**config.mk**
```make
export PLATFORM = sky130hd
export DESIGN_NAME = joint_feedback_frame_parser
export DESIGN_NICKNAME = d
export VERILOG_FILES = /design/src/sv/jffp_pkg.sv /design/src/sv/jffp_store.sv /design/src/sv/jffp_rx.sv /design/src/sv/jffp_emit.sv /design/src/sv/joint_feedback_frame_parser.sv
export SDC_FILE = /design/constraint.sdc
export NUM_CORES = 2
export LEC_CHECK = 0
export BUFFER_PORTS_ARGS = -buffer_cell sky130_fd_sc_hd__buf_2
export CORE_ASPECT_RATIO = 0.6
export CORE_MARGIN = 4
export CORE_UTILIZATION = 56
export DETAILED_ROUTE_END_ITERATION = 16
export PLACE_DENSITY = 0.73
export SYNTH_ARGS = -nofsm -noshare
export SYNTH_HDL_FRONTEND = slang
export SYNTH_SLANG_ARGS = --single-unit
```
**constraint.sdc**
```tcl
create_clock -name clk -period 5.85 [get_ports clk]
set_input_delay 1.17 -clock clk [delete_from_list [all_inputs] [get_ports clk]]
set_output_delay 1.17 -clock clk [all_outputs]
set_load 0.01 [all_outputs]
```
**src/sv/jffp_pkg.sv**
```systemverilog
package jffp_pkg;

	localparam int BUFFER_BYTES_DEF = 128;
	localparam int JOINT_COUNT_DEF  = 8;

	localparam int ADDR_MAX_W      = 8;
	localparam int LEN_W           = 9;
	localparam int BYTES_PER_JOINT = 8;

	localparam logic [7:0] SYNC_FIRST  = 8'h55;
	localparam logic [7:0] SYNC_SECOND = 8'hAA;
	localparam logic [7:0] FEEDBACK_ID = 8'h02;

	localparam int ID_POS         = 2;
	localparam int LEN_POS        = 4;
	localparam int JOINT_BASE     = 5;
	localparam int FRAME_OVERHEAD = 6;
	localparam int RESET_LENGTH   = 14;
	localparam int GRIPPER_JOINT  = 7;
	localparam int GRIPPER_SPAN   = 50000;

	typedef struct packed {
		logic                  en;
		logic [ADDR_MAX_W-1:0] addr;
		logic [7:0]            data;
	} store_wr_t;

	typedef enum logic [1:0] {
		EM_IDLE,
		EM_ID,
		EM_FETCH,
		EM_LOAD
	} emit_state_t;

endpackage

```
**src/sv/jffp_store.sv**
```systemverilog
module jffp_store
	import jffp_pkg::*;
#(
	parameter int BUFFER_BYTES = BUFFER_BYTES_DEF,
	localparam int AW = $clog2(BUFFER_BYTES)
) (
	input  logic          clk,
	input  logic          arst_n,
	input  store_wr_t     wr,
	input  logic          rd_en,
	input  logic [AW-1:0] rd_addr,
	output logic [7:0]    rd_data
);

	logic [7:0]              mem [BUFFER_BYTES];
	logic [BUFFER_BYTES-1:0] valid_q;
	logic [7:0]              rd_q;
	logic                    rd_valid_q;

	always_ff @(posedge clk) begin
		if (wr.en) begin
			mem[wr.addr[AW-1:0]] <= wr.data;
		end
		if (rd_en) begin
			rd_q <= mem[rd_addr];
		end
	end

	always_ff @(posedge clk or negedge arst_n) begin
		if (!arst_n) begin
			valid_q    <= '0;
			rd_valid_q <= 1'b0;
		end else begin
			if (wr.en) begin
				valid_q[wr.addr[AW-1:0]] <= 1'b1;
			end
			if (rd_en) begin
				rd_valid_q <= valid_q[rd_addr];
			end
		end
	end

	assign rd_data = rd_valid_q ? rd_q : 8'h00;

endmodule

```
**src/sv/jffp_rx.sv**
```systemverilog
module jffp_rx
	import jffp_pkg::*;
#(
	parameter int BUFFER_BYTES = BUFFER_BYTES_DEF
) (
	input  logic      clk,
	input  logic      arst_n,
	input  logic      in_valid,
	output logic      in_ready,
	input  logic [7:0] rx_byte,
	input  logic      busy,
	output store_wr_t wr,
	output logic      start
);

	logic             in_frame_q;
	logic [7:0]       prev_q;
	logic [LEN_W-1:0] widx_q;
	logic [LEN_W-1:0] exp_q;
	logic [LEN_W-1:0] widx_n;
	logic [LEN_W-1:0] exp_n;
	logic             accept;

	assign in_ready = !busy;
	assign accept   = in_valid && in_ready;
	assign widx_n   = widx_q + LEN_W'(1);
	assign exp_n    = (widx_q == LEN_W'(LEN_POS))
		? LEN_W'(rx_byte) + LEN_W'(FRAME_OVERHEAD) : exp_q;

	assign wr.en   = accept && in_frame_q;
	assign wr.addr = widx_q[ADDR_MAX_W-1:0];
	assign wr.data = rx_byte;
	assign start   = wr.en && (widx_n == exp_n);

	always_ff @(posedge clk or negedge arst_n) begin
		if (!arst_n) begin
			in_frame_q <= 1'b0;
			prev_q     <= 8'h00;
			widx_q     <= '0;
			exp_q      <= LEN_W'(RESET_LENGTH);
		end else if (accept) begin
			if (!in_frame_q) begin
				if (prev_q == SYNC_FIRST && rx_byte == SYNC_SECOND) begin
					in_frame_q <= 1'b1;
					widx_q     <= LEN_W'(ID_POS);
					prev_q     <= 8'h00;
				end else begin
					prev_q <= rx_byte;
				end
			end else begin
				exp_q  <= exp_n;
				widx_q <= widx_n;
				if (widx_n == exp_n || widx_n >= LEN_W'(BUFFER_BYTES)) begin
					in_frame_q <= 1'b0;
				end
			end
		end
	end

endmodule

```
**src/sv/jffp_emit.sv**
```systemverilog
module jffp_emit
	import jffp_pkg::*;
#(
	parameter int BUFFER_BYTES = BUFFER_BYTES_DEF,
	parameter int JOINT_COUNT  = JOINT_COUNT_DEF,
	localparam int AW = $clog2(BUFFER_BYTES)
) (
	input  logic               clk,
	input  logic               arst_n,
	input  logic               start,
	output logic               busy,
	output logic               rd_en,
	output logic [AW-1:0]      rd_addr,
	input  logic [7:0]         rd_data,
	output logic               out_valid,
	input  logic               out_ready,
	output logic [2:0]         joint_index,
	output logic signed [31:0] joint_current,
	output logic signed [31:0] joint_position,
	output logic [31:0]        frames_seen,
	output logic               last_of_frame
);

	localparam int CNT_W = $clog2(BYTES_PER_JOINT + 1);
	localparam int RCV_W = $clog2(BYTES_PER_JOINT);

	emit_state_t        state_q, state_d;
	logic [AW-1:0]      addr_q;
	logic [CNT_W-1:0]   iss_q;
	logic [RCV_W-1:0]   rcv_q;
	logic               pend_s1;
	logic [63:0]        asm_q;
	logic [2:0]         joint_q;
	logic [31:0]        cnt_q;
	logic               out_valid_q;
	logic               slot_free;
	logic               last_joint;
	logic               fetch_done;
	logic [31:0]        pos_raw;
	logic [33:0]        grip_diff;
	logic [31:0]        grip_pos;
	logic [31:0]        pos_out;

	assign busy       = state_q != EM_IDLE;
	assign slot_free  = !out_valid_q || out_ready;
	assign last_joint = joint_q == 3'(JOINT_COUNT - 1);
	assign fetch_done = pend_s1 && rcv_q == RCV_W'(BYTES_PER_JOINT - 1);
	assign out_valid  = out_valid_q;

	assign pos_raw   = asm_q[31:0];
	assign grip_diff = 34'(GRIPPER_SPAN) - {{2{pos_raw[31]}}, pos_raw};

	always_comb begin
		if (grip_diff[33]) begin
			grip_pos = 32'd0;
		end else if (grip_diff > 34'(GRIPPER_SPAN)) begin
			grip_pos = 32'(GRIPPER_SPAN);
		end else begin
			grip_pos = grip_diff[31:0];
		end
		pos_out = (joint_q == 3'(GRIPPER_JOINT)) ? grip_pos : pos_raw;
	end

	always_comb begin
		state_d = state_q;
		rd_en   = 1'b0;
		rd_addr = addr_q;
		case (state_q)
			EM_IDLE: begin
				if (start) begin
					rd_en   = 1'b1;
					rd_addr = AW'(ID_POS);
					state_d = EM_ID;
				end
			end
			EM_ID: begin
				state_d = (rd_data == FEEDBACK_ID) ? EM_FETCH : EM_IDLE;
			end
			EM_FETCH: begin
				rd_en = iss_q != CNT_W'(BYTES_PER_JOINT);
				if (fetch_done) begin
					state_d = EM_LOAD;
				end
			end
			EM_LOAD: begin
				if (slot_free) begin
					state_d = last_joint ? EM_IDLE : EM_FETCH;
				end
			end
			default: begin
				state_d = EM_IDLE;
			end
		endcase
	end

	always_ff @(posedge clk or negedge arst_n) begin
		if (!arst_n) begin
			state_q     <= EM_IDLE;
			pend_s1     <= 1'b0;
			cnt_q       <= '0;
			out_valid_q <= 1'b0;
			joint_q     <= '0;
			iss_q       <= '0;
			rcv_q       <= '0;
			addr_q      <= '0;
		end else begin
			state_q <= state_d;
			pend_s1 <= (state_q == EM_FETCH) && rd_en;
			if (state_q == EM_LOAD && slot_free) begin
				out_valid_q <= 1'b1;
			end else if (out_ready) begin
				out_valid_q <= 1'b0;
			end
			case (state_q)
				EM_ID: begin
					if (rd_data == FEEDBACK_ID) begin
						cnt_q   <= cnt_q + 32'd1;
						joint_q <= '0;
						addr_q  <= AW'(JOINT_BASE);
						iss_q   <= '0;
						rcv_q   <= '0;
					end
				end
				EM_FETCH: begin
					if (rd_en) begin
						addr_q <= addr_q + AW'(1);
						iss_q  <= iss_q + CNT_W'(1);
					end
					if (pend_s1) begin
						rcv_q <= rcv_q + RCV_W'(1);
					end
				end
				EM_LOAD: begin
					if (slot_free && !last_joint) begin
						joint_q <= joint_q + 3'd1;
						iss_q   <= '0;
						rcv_q   <= '0;
					end
				end
				default: begin
				end
			endcase
		end
	end

	always_ff @(posedge clk) begin
		if (state_q == EM_FETCH && pend_s1) begin
			asm_q <= {asm_q[55:0], rd_data};
		end
		if (state_q == EM_LOAD && slot_free) begin
			joint_index    <= joint_q;
			joint_current  <= asm_q[63:32];
			joint_position <= pos_out;
			frames_seen    <= cnt_q;
			last_of_frame  <= last_joint;
		end
	end

endmodule

```
**src/sv/joint_feedback_frame_parser.sv**
```systemverilog
// Serial feedback frame parser. Takes one received byte per cycle on rx_byte while in_ready is
// high. A frame opens after the bytes 0x55, 0xAA seen outside a frame; byte 4 gives the payload
// length and the frame is that length plus 6 bytes, ended early without results once
// BUFFER_BYTES bytes are held. Frame bytes go to a single-port-read buffer memory, cleared at
// reset through one valid flip-flop per entry, so no clearing pass is needed. When a frame
// completes, the id byte is read at the edge that takes the last byte, and in_ready then drops
// while results are read back: the id byte is checked, then for each joint 8 buffer reads go
// through the one read port, the last read data returns and the result is loaded. After an
// id 0x02 frame in_ready stays low until the last joint's result is loaded (longer if out_ready
// is held low), after any other id only for the id check. The last result may still wait in the
// output register while the next bytes are taken. Each result gives a joint's big-endian current
// and position; the gripper (joint 7) reports 50000 minus its position, clamped to 0..50000.
module joint_feedback_frame_parser
	import jffp_pkg::*;
#(
	parameter int BUFFER_BYTES = BUFFER_BYTES_DEF,
	parameter int JOINT_COUNT  = JOINT_COUNT_DEF
) (
	input  logic               clk,
	input  logic               arst_n,
	input  logic               in_valid,
	output logic               in_ready,
	input  logic [7:0]         rx_byte,
	output logic               out_valid,
	input  logic               out_ready,
	output logic [2:0]         joint_index,
	output logic signed [31:0] joint_current,
	output logic signed [31:0] joint_position,
	output logic [31:0]        frames_seen,
	output logic               last_of_frame
);

	localparam int AW = $clog2(BUFFER_BYTES);

	store_wr_t     wr;
	logic          start;
	logic          busy;
	logic          rd_en;
	logic [AW-1:0] rd_addr;
	logic [7:0]    rd_data;

	jffp_rx #(
		.BUFFER_BYTES(BUFFER_BYTES)
	) u_rx (
		.clk     (clk),
		.arst_n  (arst_n),
		.in_valid(in_valid),
		.in_ready(in_ready),
		.rx_byte (rx_byte),
		.busy    (busy),
		.wr      (wr),
		.start   (start)
	);

	jffp_store #(
		.BUFFER_BYTES(BUFFER_BYTES)
	) u_store (
		.clk    (clk),
		.arst_n (arst_n),
		.wr     (wr),
		.rd_en  (rd_en),
		.rd_addr(rd_addr),
		.rd_data(rd_data)
	);

	jffp_emit #(
		.BUFFER_BYTES(BUFFER_BYTES),
		.JOINT_COUNT (JOINT_COUNT)
	) u_emit (
		.clk           (clk),
		.arst_n        (arst_n),
		.start         (start),
		.busy          (busy),
		.rd_en         (rd_en),
		.rd_addr       (rd_addr),
		.rd_data       (rd_data),
		.out_valid     (out_valid),
		.out_ready     (out_ready),
		.joint_index   (joint_index),
		.joint_current (joint_current),
		.joint_position(joint_position),
		.frames_seen   (frames_seen),
		.last_of_frame (last_of_frame)
	);

	a_no_write_while_busy: assert property (@(posedge clk) disable iff (!arst_n)
		wr.en |-> !busy)
		else $error("buffer write while results are read back");

	a_last_is_final_joint: assert property (@(posedge clk) disable iff (!arst_n)
		out_valid && last_of_frame |-> joint_index == 3'(JOINT_COUNT - 1))
		else $error("last_of_frame on wrong joint");

	a_gripper_range: assert property (@(posedge clk) disable iff (!arst_n)
		out_valid && joint_index == 3'(GRIPPER_JOINT)
		|-> joint_position >= 0 && joint_position <= GRIPPER_SPAN)
		else $error("gripper position out of range");

endmodule
```
Yosys cells after proc, flatten, opt, wreduce, memory -nomap -nowiden
Memories as Yosys holds them, arrays and structs flattened. A register that Yosys moved wholly into a read port is not among the register bits.
Cells that the tools add are included.

operators by class
  $add $sub $neg = 8
  magnitude comparators = 5
  equal/unequal tests = 18
  mux-type cells = 42
  bitwise logic cells = 2
  reductions and logical operators = 31

operators with widths
  operator                                                                              count
  128-bit bitwise OR                                                                    1
  32-bit two-way mux                                                                    3
  34-bit by 16-bit > comparator with 1-bit output (second input constant)               1
  17-bit by 32-bit subtractor with 33-bit output (first input constant)                 1
  32-bit by 1-bit adder with 32-bit output (second input constant)                      1
  7-bit two-way mux                                                                     4
  9-bit two-way mux                                                                     3
  7-bit by 8-bit less-than comparator with 1-bit output (second input constant)         2
  8-bit two-way mux                                                                     2
  7-bit one-hot mux with 2 select lines                                                 1
  3-bit two-way mux                                                                     4
  4-bit two-way mux                                                                     3
  4-bit one-hot mux with 3 select lines                                                 1
  1-bit logical AND                                                                     10
  1-bit two-way mux                                                                     10
  2-bit two-way mux                                                                     5
  2-bit by 1-bit inequality test with 1-bit output (second input constant)              5
  2-bit nonzero test                                                                    5
  8-bit by 3-bit adder with 9-bit output (second input constant)                        1
  9-bit by 1-bit adder with 9-bit output (second input constant)                        1
  9-bit by 3-bit == test with 1-bit output (second input constant)                      1
  9-bit == test                                                                         1
  9-bit by 8-bit greater-or-equal comparator with 1-bit output (second input constant)  1
  3-bit one-hot mux with 3 select lines                                                 1
  other kinds (25)                                                                      38

storage, ports and cells
  bits in registers = 373
  bits in writable memories = 1024
  memories kept = 1

memory list
  memory       depth  width  read ports  clocked after memory_dff  write ports  RTL line          text
  u_store.mem  128    8      1           1                         1            jffp_store.sv:15  logic [7:0] mem [BUFFER_BYTES];

Depth between registers and ports, before layout
  word-level depth = 9
  gate-level depth with buffers = 19
  gate-level depth less buffers = 13

Cells and area by module
Synthesis repeated with hierarchy kept, for this count alone.

second synthesis, totals
  cells, all modules = 2870
  area, all modules = 55670.9 µm²

by module, submodules not included
  module      instances  cells an instance  area an instance (µm²)  sequential area each (µm²)
  jffp_store  1          2040               45087.0                 34217.8
  jffp_emit   1          640                8821.0                  6251.0
  jffp_rx     1          190                1762.9                  679.4

Worst setup path after synthesis
OpenSTA, ideal clock, no wires.

  path kind = input-to-reg
  start = input out_ready
  end = register u_emit.frames_seen[0] (enable)
  setup time = 0.560 ns
  data arrival time = 5.411 ns
  data required time = 5.290 ns
  path slack = -0.121 ns
  cell stages on the path = 2
  cells stage by stage = nor2b_1 -> nor2_1

between the ends
  word-level cells in the longest chain between the ends = 2

ends and longest elaborated chain
  item                  RTL line                           text
  start, declared       joint_feedback_frame_parser.sv:25  input logic out_ready,
  1-bit logical OR      jffp_emit.sv:45                    assign slot_free = !out_valid_q || out_ready;
  1-bit logical AND     jffp_emit.sv:150                   if (state_q == EM_LOAD && slot_free) begin
  end signal, assigned  jffp_emit.sv:154                   frames_seen <= cnt_q;
  end, declared         jffp_emit.sv:20                    output logic [31:0] frames_seen,

No other way between the ends.
A chain may end at the register's enable or synchronous reset.

Worst setup path after layout
  start = input rx_byte[1]
  end = register u_store.rd_valid_q

between the ends
  word-level cells in the longest chain between the ends = 8
  elaborated cells on any way between the ends = 10
  those cells by class = 1 x add/sub; 1 x eq/ne; 7 x mux; 1 x reduce/logical

ends and longest elaborated chain
  item                                       RTL line                           text
  start, declared                            joint_feedback_frame_parser.sv:23  input logic [7:0] rx_byte,
  8-bit by 3-bit adder with 9-bit output *   jffp_rx.sv:28                      ? LEN_W'(rx_byte) + LEN_W'(FRAME_OVERHEAD) : exp_q;
  9-bit two-way mux *                        jffp_rx.sv:28
  9-bit == test *                            jffp_rx.sv:33                      assign start = wr.en && (widx_n == exp_n);
  1-bit logical AND *                        jffp_rx.sv:33
  7-bit two-way mux                          jffp_emit.sv:70                    if (start) begin
  7-bit two-way mux                          jffp_emit.sv:68                    case (state_q)
  1-bit binary-select mux with 7-bit select  jffp_store.sv:38                   rd_valid_q <= valid_q[rd_addr];
  1-bit two-way mux (implied by the code)    jffp_store.sv:38
  end signal, assigned                       jffp_store.sv:38
  end, declared                              jffp_store.sv:18                   logic rd_valid_q;

Mark *: on every way between the ends. The rest lies on a longest branch, timed or not. The select of a mux whose other input is x is not followed.

==> metrics.yaml <==
power_density_nw_per_um2: 309
async_reset_ff_frac: 0.149
grt_use_total: 0.288
timing.final.crit_share: 0.856
holdWs_ns: 0.431
skew_ns: 0.0383
rsz0062_at_grt: "no"
grt_pass1_wl_um: 223000
synth_cell_type_count: 91
cts_tree: "done"
rows: 89
cts-htree-levels: 3
post_cts_buffers: 0
gp_congestion: 0.975
crit_chain: "buf_4, inv_1, ha_1, or3_1, a31oi_1, xor2_1, o2111ai_2, nor2_4, buf_12, or3_1, o21ai_0, o311ai_1, nand4b_1, a311oi_2"
antenna_found_initial: 4
cts_buffers: 118
busiest_layer: "met1"
crit_family: "compound AO/OA/AOI/OAI gates"
power.total_mw: 19.4
top_level_ports: 114
fmax_mhz: 200
met1_usage: 0.456
swShare: 0.196
p_sw_mw: 3.81
p_clk_frac: 0.430
clock-root-buffer: "clkbuf_16"
slowest_delay_ns: 0.93
vias: 33700
core-area_um2: 99200
yosys_warnings: 0
internal_power_mw: 15.6
layout-drive-gt1-share: 0.193
synth-edff-count: 1196
synth_ff_type: "edfxtp_1"
post-route-min-period_ns: 5.01
required_ns: 6.51
status: "finished, final reports clean"
start_util: 0.570
ir_drop_uv: 268
final_util: 0.634
synth_most_common_cell: "edfxtp_1"
sequentialPowerShare: 0.559
synthCells: 3594
max-cap-violations: 0
grtUsageMet3: 0.115
firstDrtPassIters: 6
slew_viol_final: 0
worst_skew_pair.late_latency_ns: 0.75
worstSetupPathType: "input port to flip-flop"
crit_top_cell: "or3_1"
pwr-share-comb: 0.011
clock_sinks: 1405
worst_slew_pin_slew_ns: 1.28
overflow: 0
seq_area_frac_synth: 0.727
nets: 3717
synth_nets: 3619
clockBufferDepth: 3
drc: 0
wl_per_cell_um: 29.8
path_clk_slew_ns: 0.07
syn_area_per_cell_um2: 15.7
crit_path_max_fanout: 79
grt_max_degree: 110
syn_area_um2: 56600
synth_common_cells: "edfxtp_1, nor2_1, nand2_1"
end_kind: "flip-flop"
cpMaxStageDelayCell: "o311ai_1"
hold_buffers: 0
dieHeight_um: 254
synth_top_area_share: 0.635
p_leak_nw: 21.6
dieArea_um2: 106000
crit_buf_inv: 3
cts_resized: 0
maxSlewHeadroom: 0.147
hpwl_um: 97100
die_w_um: 418
vias_per_cell: 6.59
synthToLayoutAreaGrowth_pct: 11.1
start_kind: "input port"
ant_nets: 0
drt_wl_total_um: 153000
grt.met2_usage: 0.371
portBuffers: 113
synth_largest_area_cell: "edfxtp_1"
setup_viol: 0
hp-class: "flip-flop to flip-flop"
drtIter0Drc: 5550
crit_arrival_ns: 5.67
synth_area_leaders: "edfxtp_1, dfrtp_1, mux4_2"
final-hold-violation-count: 0
ys_ff_latch: 1405
grt_pass1_vias: 31800
-- area by class of cell --
class                      count  area [um2]
sequential                  1405       41200
fill                        6816       36300
multi-input combinational   1947       14500
clock buffer                 177        3520
tap                         1319        1650
timing repair buffer         188        1280
clock inverter                48         603
inverter                      32         123
antenna                        4        10.0
-- worst paths after layout --
path                             startpoint                       end  slack (ns)  cells after the start
setup / recovery                 rx_byte[1]        u_store.rd_valid_q        0.84                     14
setup reg to reg             u_rx.widx_q[0]        u_store.rd_valid_q        0.86                     15
hold reg to reg            u_emit.asm_q[56]  u_emit.joint_current[24]        0.43                      0
min in group asynchronous            arst_n       u_store.valid_q[69]        0.50                      1
hold / removal             u_emit.asm_q[56]  u_emit.joint_current[24]        0.43                      0
max in group asynchronous            arst_n          u_emit.addr_q[0]        3.94                      2
-- stage by stage --
step	instance area (um2)	TNS [ns]	worst slack (ns)	cells
2_1_floorplan	56600	0	1.55	3594
3_3_place_gp	58700	-0.0542	-0.0542	4891
3_5_place_dp	58700	-0.0628	-0.0628	4891
4_1_cts	62900	0	0.690	5116
5_1_grt	62900	0	0.703	5117
6_report	62900	0	0.844	5120
-- logic make-up after synthesis --
| group | after synthesis | share of synthesized area |
|---|---|---|
| adders and majority gates | 13 | 0.00287 |
| muxes | 318 | 0.0912 |
| DFF | 1405 | 0.727 |
| xor gates and xnor gates | 62 | 0.00960 |
| AOI/OAI and AO/OA | 652 | 0.0734 |
| and+or+nand+nor | 902 | 0.0783 |
| buffers and inverters | 242 | 0.0174 |
-- registers in the layout, indices dropped and copies added, names as in the netlist, 8 cells and up --
signal and count:
u_store.mem 1024, u_store.valid_q 128, u_emit.asm_q 64, u_emit.cnt_q 32, u_emit.frames_seen 32, u_emit.joint_current 32
u_emit.joint_position 32, u_rx.exp_q 9, u_rx.widx_q 9, u_rx.prev_q 8, u_store.rd_q 8
-- worst reg2reg max path, delay by kind of cell (launching register included) --
family / cells / cell delay, ns
AO/OA/AOI/OAI: 3 / 1.33
XOR/XNOR: 1 / 0.16
adder cells (fa/ha/maj): 1 / 0.19
buffers and inverters: 3 / 0.74
flip-flops: 1 / 0.49
multiplexers: 1 / 0.26
AND/OR/NAND/NOR: 6 / 1.74
-- cells in the final DEF (no fill, tap or decap), types with 68 or more instances in the layout --
master | netlist | layout
buf_2 | 21 | 104
nand3_1 | 83 | 83
nor2_1 | 228 | 227
or2_2 | 145 | 145
buf_4 | 7 | 73
a21oi_1 | 218 | 215
nand2_1 | 226 | 224
clkbuf_16 | 0 | 125
o21ai_0 | 140 | 140
edfxtp_1 | 1196 | 1196
dfrtp_1 | 206 | 202
mux2i_1 | 149 | 149
mux4_2 | 157 | 157
nor3_1 | 68 | 68
-- metal layers --
metal,wire length [um],vias up
met4,3580,8
met2,60900,2367
met3,23400,274
li1,-,14100
met5,171,-
met1,64700,17000
-- power groups by stage --
stage / combinational (mW) / clock (mW) / sequential, mW
floorplan: 0.0170 / 0 / 11.1
global placement: 0.210 / 0 / 11.1
detailed placement: 0.217 / 0 / 11.1
CTS: 0.217 / 8.40 / 10.9
global route: 0.233 / 8.87 / 10.8
finish: 0.219 / 8.35 / 10.9
Note: power is estimated with default switching activity, not from simulation.
